File: src/sv/wcr_pkg.sv
// Shared constants and types for the waveform column renderer.
`default_nettype none

package wcr_pkg;

    localparam int CFG_INDEX_BITS = 3;
    localparam int CFG_DATA_BITS  = 20;
    localparam int GEOM_BITS      = 11;
    localparam int COUNT_BITS     = 20;
    localparam int GAIN_BITS      = 16;
    localparam int POLICY_BITS    = 2;
    localparam int ROW_BITS       = 10;
    localparam int COL_BITS       = 10;

    localparam int MAX_COLUMNS = 1024;
    localparam int MAX_ROWS    = 1024;

    localparam logic [CFG_INDEX_BITS-1:0] CFG_COLUMN_COUNT = 3'd0;
    localparam logic [CFG_INDEX_BITS-1:0] CFG_ROW_COUNT    = 3'd1;
    localparam logic [CFG_INDEX_BITS-1:0] CFG_BLOCK_SIZE   = 3'd2;
    localparam logic [CFG_INDEX_BITS-1:0] CFG_GAIN         = 3'd3;
    localparam logic [CFG_INDEX_BITS-1:0] CFG_LINE_POLICY  = 3'd4;

    localparam logic [POLICY_BITS-1:0] LINE_ON_TOP = 2'd0;
    localparam logic [POLICY_BITS-1:0] LINE_BELOW  = 2'd1;
    localparam logic [POLICY_BITS-1:0] LINE_NEVER  = 2'd2;

    localparam logic [GEOM_BITS-1:0]   RESET_COLUMN_COUNT = 11'd100;
    localparam logic [GEOM_BITS-1:0]   RESET_ROW_COUNT    = 11'd100;
    localparam logic [COUNT_BITS-1:0]  RESET_BLOCK_SIZE   = 20'd2400;
    localparam logic [GAIN_BITS-1:0]   RESET_GAIN         = 16'd256;
    localparam logic [POLICY_BITS-1:0] RESET_LINE_POLICY  = LINE_ON_TOP;

    typedef struct packed {
        logic                 start;
        logic [GAIN_BITS-1:0] gain;
        logic [ROW_BITS-1:0]  rows_m1;
    } map_req_t;

    typedef struct packed {
        logic                done;
        logic [ROW_BITS-1:0] row;
    } map_rsp_t;

endpackage

`default_nettype wire

File: src/sv/wcr_row_mapper.sv
// Row mapper: scales one extreme by gain and maps it to a clamped row on one shared multiplier.
`default_nettype none

module wcr_row_mapper #(
    parameter int SAMPLE_BITS = 16
) (
    input  wire logic                   clk,
    input  wire logic                   rst_n,
    input  wire wcr_pkg::map_req_t      req,
    input  wire logic [SAMPLE_BITS-1:0] value,
    output wcr_pkg::map_rsp_t           rsp
);

    localparam int A_W     = SAMPLE_BITS + wcr_pkg::GAIN_BITS + 1;
    localparam int B_W     = wcr_pkg::GAIN_BITS + 1;
    localparam int P_W     = A_W + B_W;
    localparam int N_W     = A_W + wcr_pkg::ROW_BITS + 1;
    localparam int SHIFT   = SAMPLE_BITS + 8;
    localparam int Q_W     = N_W - SHIFT;
    localparam logic [A_W-1:0] BIAS      = {{(A_W-1){1'b0}}, 1'b1} << (SAMPLE_BITS + 7);
    localparam logic [N_W-1:0] ROUND_ADD = {{(N_W-1){1'b0}}, 1'b1} << (SAMPLE_BITS + 7);

    typedef enum logic [2:0] {
        MS_IDLE  = 3'b001,
        MS_SCALE = 3'b010,
        MS_ROUND = 3'b100
    } map_state_t;

    map_state_t                   state_reg, state_next;
    logic [A_W-1:0]               prod_reg, prod_next;
    logic [N_W-1:0]               num_reg, num_next;
    logic [wcr_pkg::ROW_BITS-1:0] row_reg, row_next;
    logic                         done_reg, done_next;

    logic signed [A_W-1:0] mul_a;
    logic signed [B_W-1:0] mul_b;
    logic signed [P_W-1:0] mul_p;
    logic [N_W-1:0]        rounded;
    logic [Q_W-1:0]        quotient;
    logic [Q_W-1:0]        limit;

    always_comb
    begin
        if (state_reg == MS_SCALE)
        begin
            mul_a = $signed(prod_reg + BIAS);
            mul_b = $signed({{(B_W-wcr_pkg::ROW_BITS){1'b0}}, req.rows_m1});
        end
        else
        begin
            mul_a = $signed({{(A_W-SAMPLE_BITS){value[SAMPLE_BITS-1]}}, value});
            mul_b = $signed({1'b0, req.gain});
        end
        mul_p = mul_a * mul_b;
    end

    assign rounded  = num_reg + ROUND_ADD;
    assign quotient = rounded[N_W-1:SHIFT];
    assign limit    = {{(Q_W-wcr_pkg::ROW_BITS){1'b0}}, req.rows_m1};

    always_comb
    begin
        state_next = state_reg;
        prod_next  = prod_reg;
        num_next   = num_reg;
        row_next   = row_reg;
        done_next  = 1'b0;
        unique case (state_reg)
            MS_IDLE:
            begin
                if (req.start)
                begin
                    prod_next  = mul_p[A_W-1:0];
                    state_next = MS_SCALE;
                end
            end
            MS_SCALE:
            begin
                num_next   = mul_p[N_W-1:0];
                state_next = MS_ROUND;
            end
            MS_ROUND:
            begin
                if (num_reg[N_W-1])
                begin
                    row_next = '0;
                end
                else if (quotient > limit)
                begin
                    row_next = req.rows_m1;
                end
                else
                begin
                    row_next = quotient[wcr_pkg::ROW_BITS-1:0];
                end
                done_next  = 1'b1;
                state_next = MS_IDLE;
            end
            default:
            begin
                state_next = MS_IDLE;
            end
        endcase
    end

    always_ff @(posedge clk or negedge rst_n)
    begin
        if (!rst_n)
        begin
            state_reg <= MS_IDLE;
            done_reg  <= 1'b0;
        end
        else
        begin
            state_reg <= state_next;
            done_reg  <= done_next;
        end
    end

    always_ff @(posedge clk)
    begin
        prod_reg <= prod_next;
        num_reg  <= num_next;
        row_reg  <= row_next;
    end

    assign rsp.done = done_reg;
    assign rsp.row  = row_reg;

endmodule

`default_nettype wire

File: src/sv/waveform_column_renderer.sv
// Top level of the waveform column renderer: min/max folding, sequencing and column output.
`default_nettype none

// A sample beat that does not close a column is folded in the cycle it is taken, so such
// beats can arrive every cycle. The beat that closes a column raises sample_stall until its
// descriptor is loaded, so no other beat is taken meanwhile. The minimum and then the
// maximum pass through the shared row mapper: one multiplier used twice, then a round and
// clamp step, then the hand-back. The emit state then builds the descriptor. If the previous
// descriptor is still held by result_stall, the block waits for it before loading the new
// one. A write to any of the five defined config registers restarts the current column.

module waveform_column_renderer #(
    parameter int SAMPLE_BITS = 16
) (
    input  wire logic                                clk,
    input  wire logic                                rst_n,
    input  wire logic                                cfg_write,
    input  wire logic [wcr_pkg::CFG_INDEX_BITS-1:0]  cfg_index,
    input  wire logic [wcr_pkg::CFG_DATA_BITS-1:0]   cfg_data,
    input  wire logic                                sample_valid,
    output logic                                     sample_stall,
    input  wire logic [SAMPLE_BITS-1:0]              sample,
    output logic                                     result_valid,
    input  wire logic                                result_stall,
    output logic [wcr_pkg::COL_BITS-1:0]             column,
    output logic [wcr_pkg::ROW_BITS-1:0]             span_low,
    output logic [wcr_pkg::ROW_BITS-1:0]             span_high,
    output logic [wcr_pkg::ROW_BITS-1:0]             centre_row,
    output logic                                     line_shown
);

    localparam int GB = wcr_pkg::GEOM_BITS;
    localparam int RB = wcr_pkg::ROW_BITS;
    localparam int CB = wcr_pkg::COL_BITS;
    localparam logic [SAMPLE_BITS-1:0] SMP_MOST_POS = {1'b0, {(SAMPLE_BITS-1){1'b1}}};
    localparam logic [SAMPLE_BITS-1:0] SMP_MOST_NEG = {1'b1, {(SAMPLE_BITS-1){1'b0}}};

    typedef enum logic [3:0] {
        ST_IDLE   = 4'b0001,
        ST_MAP_LO = 4'b0010,
        ST_MAP_HI = 4'b0100,
        ST_EMIT   = 4'b1000
    } state_t;

    state_t                              state_reg, state_next;
    logic [GB-1:0]                       column_count_reg, column_count_next;
    logic [GB-1:0]                       row_count_reg, row_count_next;
    logic [wcr_pkg::COUNT_BITS-1:0]      block_size_reg, block_size_next;
    logic [wcr_pkg::GAIN_BITS-1:0]       gain_reg, gain_next;
    logic [wcr_pkg::POLICY_BITS-1:0]     line_policy_reg, line_policy_next;
    logic [wcr_pkg::COUNT_BITS-1:0]      count_reg, count_next;
    logic signed [SAMPLE_BITS-1:0]       min_reg, min_next;
    logic signed [SAMPLE_BITS-1:0]       max_reg, max_next;
    logic [CB-1:0]                       pointer_reg, pointer_next;
    logic                                map_start_reg, map_start_next;
    logic                                valid_reg, valid_next;
    logic [RB-1:0]                       lo_reg, lo_next;
    logic [RB-1:0]                       hi_reg, hi_next;
    logic [CB-1:0]                       column_reg, column_next;
    logic [RB-1:0]                       span_low_reg, span_low_next;
    logic [RB-1:0]                       span_high_reg, span_high_next;
    logic [RB-1:0]                       centre_reg, centre_next;
    logic                                shown_reg, shown_next;

    logic [GB-1:0]                  rows_eff;
    logic [GB-1:0]                  cols_eff;
    logic [GB-1:0]                  rows_m1_full;
    logic [RB-1:0]                  rows_m1;
    logic [RB-1:0]                  centre;
    logic                           disabled;
    logic                           accept;
    logic                           out_free;
    logic signed [SAMPLE_BITS-1:0]  smp;
    logic signed [SAMPLE_BITS-1:0]  min_fold;
    logic signed [SAMPLE_BITS-1:0]  max_fold;
    logic [wcr_pkg::COUNT_BITS-1:0] count_inc;
    logic [RB-1:0]                  lo_adj;
    logic [RB-1:0]                  hi_adj;
    logic                           shown;
    logic [CB-1:0]                  ptr_cur;
    logic [GB-1:0]                  ptr_inc;
    logic [CB-1:0]                  ptr_adv;
    wcr_pkg::map_req_t              map_req;
    wcr_pkg::map_rsp_t              map_rsp;
    logic [SAMPLE_BITS-1:0]         map_value;

    assign rows_eff     = (row_count_reg > GB'(wcr_pkg::MAX_ROWS)) ?
                          GB'(wcr_pkg::MAX_ROWS) : row_count_reg;
    assign cols_eff     = (column_count_reg > GB'(wcr_pkg::MAX_COLUMNS)) ?
                          GB'(wcr_pkg::MAX_COLUMNS) : column_count_reg;
    assign rows_m1_full = rows_eff - GB'(1);
    assign rows_m1      = rows_m1_full[RB-1:0];
    assign centre       = rows_eff[GB-1:1];
    assign disabled     = (block_size_reg == '0) || (row_count_reg < GB'(2)) ||
                          (column_count_reg < GB'(2));

    assign sample_stall = (state_reg != ST_IDLE);
    assign accept       = sample_valid && !sample_stall;
    assign out_free     = !valid_reg || !result_stall;

    assign smp       = $signed(sample);
    assign min_fold  = (smp < min_reg) ? smp : min_reg;
    assign max_fold  = (smp > max_reg) ? smp : max_reg;
    assign count_inc = count_reg + wcr_pkg::COUNT_BITS'(1);

    assign map_req.start   = map_start_reg;
    assign map_req.gain    = gain_reg;
    assign map_req.rows_m1 = rows_m1;
    assign map_value       = (state_reg == ST_MAP_HI) ? max_reg : min_reg;

    wcr_row_mapper #(
        .SAMPLE_BITS (SAMPLE_BITS)
    ) u_mapper (
        .clk   (clk),
        .rst_n (rst_n),
        .req   (map_req),
        .value (map_value),
        .rsp   (map_rsp)
    );

    always_comb
    begin
        lo_adj = lo_reg;
        hi_adj = hi_reg;
        if (lo_reg == hi_reg)
        begin
            if (hi_reg < rows_m1)
            begin
                hi_adj = hi_reg + RB'(1);
            end
            else
            begin
                lo_adj = lo_reg - RB'(1);
            end
        end
        case (line_policy_reg)
            wcr_pkg::LINE_ON_TOP: shown = 1'b1;
            wcr_pkg::LINE_BELOW:  shown = (centre < lo_adj) || (centre >= hi_adj);
            default:              shown = 1'b0;
        endcase
        ptr_cur = ({1'b0, pointer_reg} >= cols_eff) ? '0 : pointer_reg;
        ptr_inc = {1'b0, ptr_cur} + GB'(1);
        ptr_adv = (ptr_inc >= cols_eff) ? '0 : ptr_inc[CB-1:0];
    end

    always_comb
    begin
        state_next        = state_reg;
        column_count_next = column_count_reg;
        row_count_next    = row_count_reg;
        block_size_next   = block_size_reg;
        gain_next         = gain_reg;
        line_policy_next  = line_policy_reg;
        count_next        = count_reg;
        min_next          = min_reg;
        max_next          = max_reg;
        pointer_next      = pointer_reg;
        map_start_next    = 1'b0;
        valid_next        = valid_reg && result_stall;
        lo_next           = lo_reg;
        hi_next           = hi_reg;
        column_next       = column_reg;
        span_low_next     = span_low_reg;
        span_high_next    = span_high_reg;
        centre_next       = centre_reg;
        shown_next        = shown_reg;

        unique case (state_reg)
            ST_IDLE:
            begin
                if (accept && !disabled)
                begin
                    min_next = min_fold;
                    max_next = max_fold;
                    if (count_inc >= block_size_reg)
                    begin
                        state_next     = ST_MAP_LO;
                        map_start_next = 1'b1;
                    end
                    else
                    begin
                        count_next = count_inc;
                    end
                end
            end
            ST_MAP_LO:
            begin
                if (map_rsp.done)
                begin
                    lo_next        = map_rsp.row;
                    state_next     = ST_MAP_HI;
                    map_start_next = 1'b1;
                end
            end
            ST_MAP_HI:
            begin
                if (map_rsp.done)
                begin
                    hi_next    = map_rsp.row;
                    state_next = ST_EMIT;
                end
            end
            ST_EMIT:
            begin
                if (out_free)
                begin
                    valid_next     = 1'b1;
                    column_next    = ptr_cur;
                    span_low_next  = lo_adj;
                    span_high_next = hi_adj;
                    centre_next    = centre;
                    shown_next     = shown;
                    pointer_next   = ptr_adv;
                    count_next     = '0;
                    min_next       = SMP_MOST_POS;
                    max_next       = SMP_MOST_NEG;
                    state_next     = ST_IDLE;
                end
            end
            default:
            begin
                state_next = ST_IDLE;
            end
        endcase

        if (cfg_write)
        begin
            unique case (cfg_index)
                wcr_pkg::CFG_COLUMN_COUNT: column_count_next = cfg_data[GB-1:0];
                wcr_pkg::CFG_ROW_COUNT:    row_count_next    = cfg_data[GB-1:0];
                wcr_pkg::CFG_BLOCK_SIZE:   block_size_next   =
                                               cfg_data[wcr_pkg::COUNT_BITS-1:0];
                wcr_pkg::CFG_GAIN:         gain_next         =
                                               cfg_data[wcr_pkg::GAIN_BITS-1:0];
                wcr_pkg::CFG_LINE_POLICY:  line_policy_next  =
                                               cfg_data[wcr_pkg::POLICY_BITS-1:0];
                default:                   ;
            endcase
            if (cfg_index <= wcr_pkg::CFG_LINE_POLICY)
            begin
                count_next = '0;
                min_next   = SMP_MOST_POS;
                max_next   = SMP_MOST_NEG;
            end
        end
    end

    always_ff @(posedge clk or negedge rst_n)
    begin
        if (!rst_n)
        begin
            state_reg        <= ST_IDLE;
            column_count_reg <= wcr_pkg::RESET_COLUMN_COUNT;
            row_count_reg    <= wcr_pkg::RESET_ROW_COUNT;
            block_size_reg   <= wcr_pkg::RESET_BLOCK_SIZE;
            gain_reg         <= wcr_pkg::RESET_GAIN;
            line_policy_reg  <= wcr_pkg::RESET_LINE_POLICY;
            count_reg        <= '0;
            min_reg          <= SMP_MOST_POS;
            max_reg          <= SMP_MOST_NEG;
            pointer_reg      <= '0;
            map_start_reg    <= 1'b0;
            valid_reg        <= 1'b0;
        end
        else
        begin
            state_reg        <= state_next;
            column_count_reg <= column_count_next;
            row_count_reg    <= row_count_next;
            block_size_reg   <= block_size_next;
            gain_reg         <= gain_next;
            line_policy_reg  <= line_policy_next;
            count_reg        <= count_next;
            min_reg          <= min_next;
            max_reg          <= max_next;
            pointer_reg      <= pointer_next;
            map_start_reg    <= map_start_next;
            valid_reg        <= valid_next;
        end
    end

    always_ff @(posedge clk)
    begin
        lo_reg        <= lo_next;
        hi_reg        <= hi_next;
        column_reg    <= column_next;
        span_low_reg  <= span_low_next;
        span_high_reg <= span_high_next;
        centre_reg    <= centre_next;
        shown_reg     <= shown_next;
    end

    assign result_valid = valid_reg;
    assign column       = column_reg;
    assign span_low     = span_low_reg;
    assign span_high    = span_high_reg;
    assign centre_row   = centre_reg;
    assign line_shown   = shown_reg;

endmodule

`default_nettype wire

File: config.mk
export PLATFORM = sky130hd
export DESIGN_NAME = waveform_column_renderer
export DESIGN_NICKNAME = d
export VERILOG_FILES = /design/src/sv/wcr_pkg.sv /design/src/sv/wcr_row_mapper.sv /design/src/sv/waveform_column_renderer.sv
export SDC_FILE = /design/constraint.sdc
export NUM_CORES = 2
export LEC_CHECK = 0
export BUFFER_PORTS_ARGS = -buffer_cell sky130_fd_sc_hd__buf_2
export CAP_MARGIN = 20
export CORE_MARGIN = 4
export CORE_UTILIZATION = 45
export CTS_BUF_LIST = sky130_fd_sc_hd__clkbuf_16
export DETAILED_ROUTE_END_ITERATION = 8
export HOLD_SLACK_MARGIN = 0.02
export PLACE_DENSITY = 0.66
export SETUP_SLACK_MARGIN = 0.3
export SLEW_MARGIN = 20
export SYNTH_ARGS = -nofsm -noshare
export SYNTH_HDL_FRONTEND = slang
export SYNTH_SLANG_ARGS = --single-unit
File: constraint.sdc
create_clock -name clk -period 13.3 [get_ports clk]
set_input_delay 1.995 -clock clk [delete_from_list [all_inputs] [get_ports clk]]
set_output_delay 1.995 -clock clk [all_outputs]
set_load 0.01 [all_outputs]
==> impl_metrics.ini <==
[status]
status = finished, final reports clean

[global_route]
grt_pass1_vias = 24450
track_usage_pct = 22.33
gr-total-overflow = 0
grt_max_degree = 78
grt_pass1_wl_um = 133000
antenna_found_initial = 1

[cts]
cts_sinks = 257
cts.clk_slew.worst_paths_ns = 0.06
clk_path_buf_depth = 3
cts-resized-gates = 0
tritoncts.num_buffers = 29
htreeDepth = 1
cts_root_buf = clkbuf_16
post-cts-setup-buffer-count = 0
cts_hold_buf = 0
cts_tree = yes
clkLatencyLatePin_ns = 0.57

[min_path]
hold_path.class = reg2reg
hp-start = u_mapper.row_reg[8]$_SDFFCE_PP0P_

[die]
dieArea_um2 = 74130
die_h_um = 272.3
start_util_pct = 45.58
pin_count = 87
core_area_um2 = 68950
die_x_um = 272.3
num_rows = 96

[logic_synthesis]
ys_types = 87
synth-async-reset-ratio_pct = 51.36
syn_area_um2 = 31430
syn-num-nets = 4128
syn_inst = 3405
ys_warn_count = 0
synth_edf_count = 125
syn_area_per_cell_um2 = 9.230
synth-simple-area-share_pct = 14.53
synth_compound_area_share_pct = 9.077
synthFlopType = edfxtp_1
synth_top_family_by_area = adder cells
seq_area_frac_synth_pct = 22.57
synth-adder-area-share_pct = 37.92
synth-seq-cells = 257
synth.mux.area_fraction_pct = 1.660
synthXorXnorAreaFrac_pct = 3.985

[finish]
largest_reg_flops = 33
area_growth_pct = 7.783
layout.nets = 4169
drive_above_1_share_pct = 8.129
diodes = 0
fill_cells = 6541

[setup_path]
r2r_start = row_count_reg[10]$_DFFE_PN0P_
crit_required_ns = 13.64
max_stage_delay_ns = 0.58
worstSetupPathType = reg2reg
crit_path_end_kind = register
cp_max_fo = 33
cp.arrival_ns = 9.42
worst_setup_path_start_kind = register
cpMostUsedCell = fa_1
crit_slowest_cell = dfrtp_1
cp_top_family = adder cells
crit_buf_inv = 6
startpoint = row_count_reg[10]$_DFFE_PN0P_

[timing]
clock-skew-final_ns = 0.02023
hold_violations = 0
worst_pin_slew_ns = 1.154
final_max_slew_viol_count = 0
max_freq_mhz = 110.2
finalCritPeriodShare_pct = 68.23
fin_tns_setup_ns = 0
maxSlewHeadroom_pct = 22.80
fin_crit_ns = 9.075
rsz0062_at_grt = no
finalSetupViolCount = 0

[placement]
dpl.hpwl_um = 63910
gp_congestion = 0.9134
io_buffers = 86

[detailed_routing]
wl_um = 81010
vias = 23550
wl_per_cell_um = 18.41
viasPerCell = 5.351
drtPass1Iterations = 5
final_antenna_net_count = 0
drtIter0Drc = 1552
drc = 0

[flow_run]
max-cap-violations = 0
[synth_stat cells (4+ instances only)]
master,count,area (µm²)
nor3b_1,8,60.06
or2_2,10,62.56
ha_1,223,2790
and2_1,41,256.5
a2111oi_0,4,35.03
mux2i_1,6,60.06
buf_2,19,95.09
inv_1,728,2733
nand2_1,339,1272
a21o_1,53,397.9
nor2b_1,42,262.8
edfxtp_1,125,3754
and3_1,39,244.0
nor2_1,330,1239
o21ai_0,100,500.5
a22o_1,25,219.0
o31ai_1,7,52.55
fa_1,456,9129
xnor2_1,86,753.2
o21bai_1,4,30.03
nor4_1,14,87.58
clkbuf_1,85,319.1
o21ai_1,5,25.02
nor3_1,39,195.2
nand3_1,47,235.2
a211oi_1,11,82.58
dfstp_2,29,762.0
a41oi_1,18,157.7
o211ai_1,9,67.56
xor2_1,57,499.2
nand4_1,27,168.9
o21a_1,34,255.2
and4_1,4,35.03
dfrtp_1,103,2577
or3_1,13,81.33
buf_1,6,22.52
a311oi_1,15,131.4
a31oi_1,7,43.79
a21oi_1,106,530.5
mux2_2,41,461.7
nand2b_1,31,193.9
[per-layer routing]
metal  track usage [%]  up-vias  share of wire (%)
met5                 0        -                  0
met1             30.35    11810                 43
met4             5.936        0                2.8
met2             38.09      770                 48
li1                  -    10820                  -
met3             2.678      151                6.2
[logic make-up (layout without fill, tap and decap cells)]
kind of cell | after synthesis | in the layout
compound gates | 432 | 432
xor+xnor | 143 | 143
fa+ha+maj | 679 | 679
buf+inv | 845 | 909
flops | 257 | 257
mux | 47 | 47
simple gates | 1002 | 1002
[cells in the final DEF, fill, tap and decap left out, drive strengths merged, types with 42 or more instances in the layout]
master / count
inv: 738
and2: 42
edfxtp: 125
fa: 456
nand3: 47
ha: 223
nand2: 339
nor2: 332
dfrtp: 103
a21oi: 106
buf: 124
o21ai: 106
nor2b: 42
a21o: 53
xor2: 57
xnor2: 86
[final timing paths]
kind,end,slack [ns],depth (start not counted)
hold reg to reg,hi_reg[8]$_DFFE_PP_,0.44,0
setup reg to reg,u_mapper.num_reg[42]$_DFFE_PP_,4.23,28
max in group asynchronous,line_policy_reg[0]$_DFFE_PN0P_,10.58,2
setup / recovery,u_mapper.num_reg[42]$_DFFE_PP_,4.23,28
hold / removal,hi_reg[8]$_DFFE_PP_,0.44,0
min in group asynchronous,count_reg[13]$_DFF_PN0_,1.41,1
[metrics by stage]
step / cell area [µm²] / hold WS (ns) / std cells / setup WS (ns) / utilization (%)
3_5_place_dp: 32960 / 0.4314 / 4345 / 4.275 / 47.80
6_report: 33870 / 0.4428 / 4400 / 4.225 / 49.13
2_1_floorplan: 31430 / 0.4215 / 3405 / 5.434 / -
3_3_place_gp: 32950 / 0.4282 / 4345 / 4.361 / 47.79
5_1_grt: 33870 / 0.4638 / 4400 / 3.724 / 49.13
4_1_cts: 33850 / 0.4453 / 4399 / 4.141 / 49.09
[area by class of cell]
class | count | area (µm²) | area share [%]
inverter | 731 | 2744 | 8.100
multi-input combinational | 2303 | 21240 | 62.70
sequential | 257 | 7093 | 20.94
clock buffer | 30 | 750.7 | 2.216
timing repair buffer | 124 | 742.0 | 2.190
clock inverter | 24 | 140.1 | 0.4137
tap | 931 | 1165 | 3.439
Power is left out: the tool's default activity adds up to more than one toggle a clock period on the data nets, which glitch-free logic cannot reach.
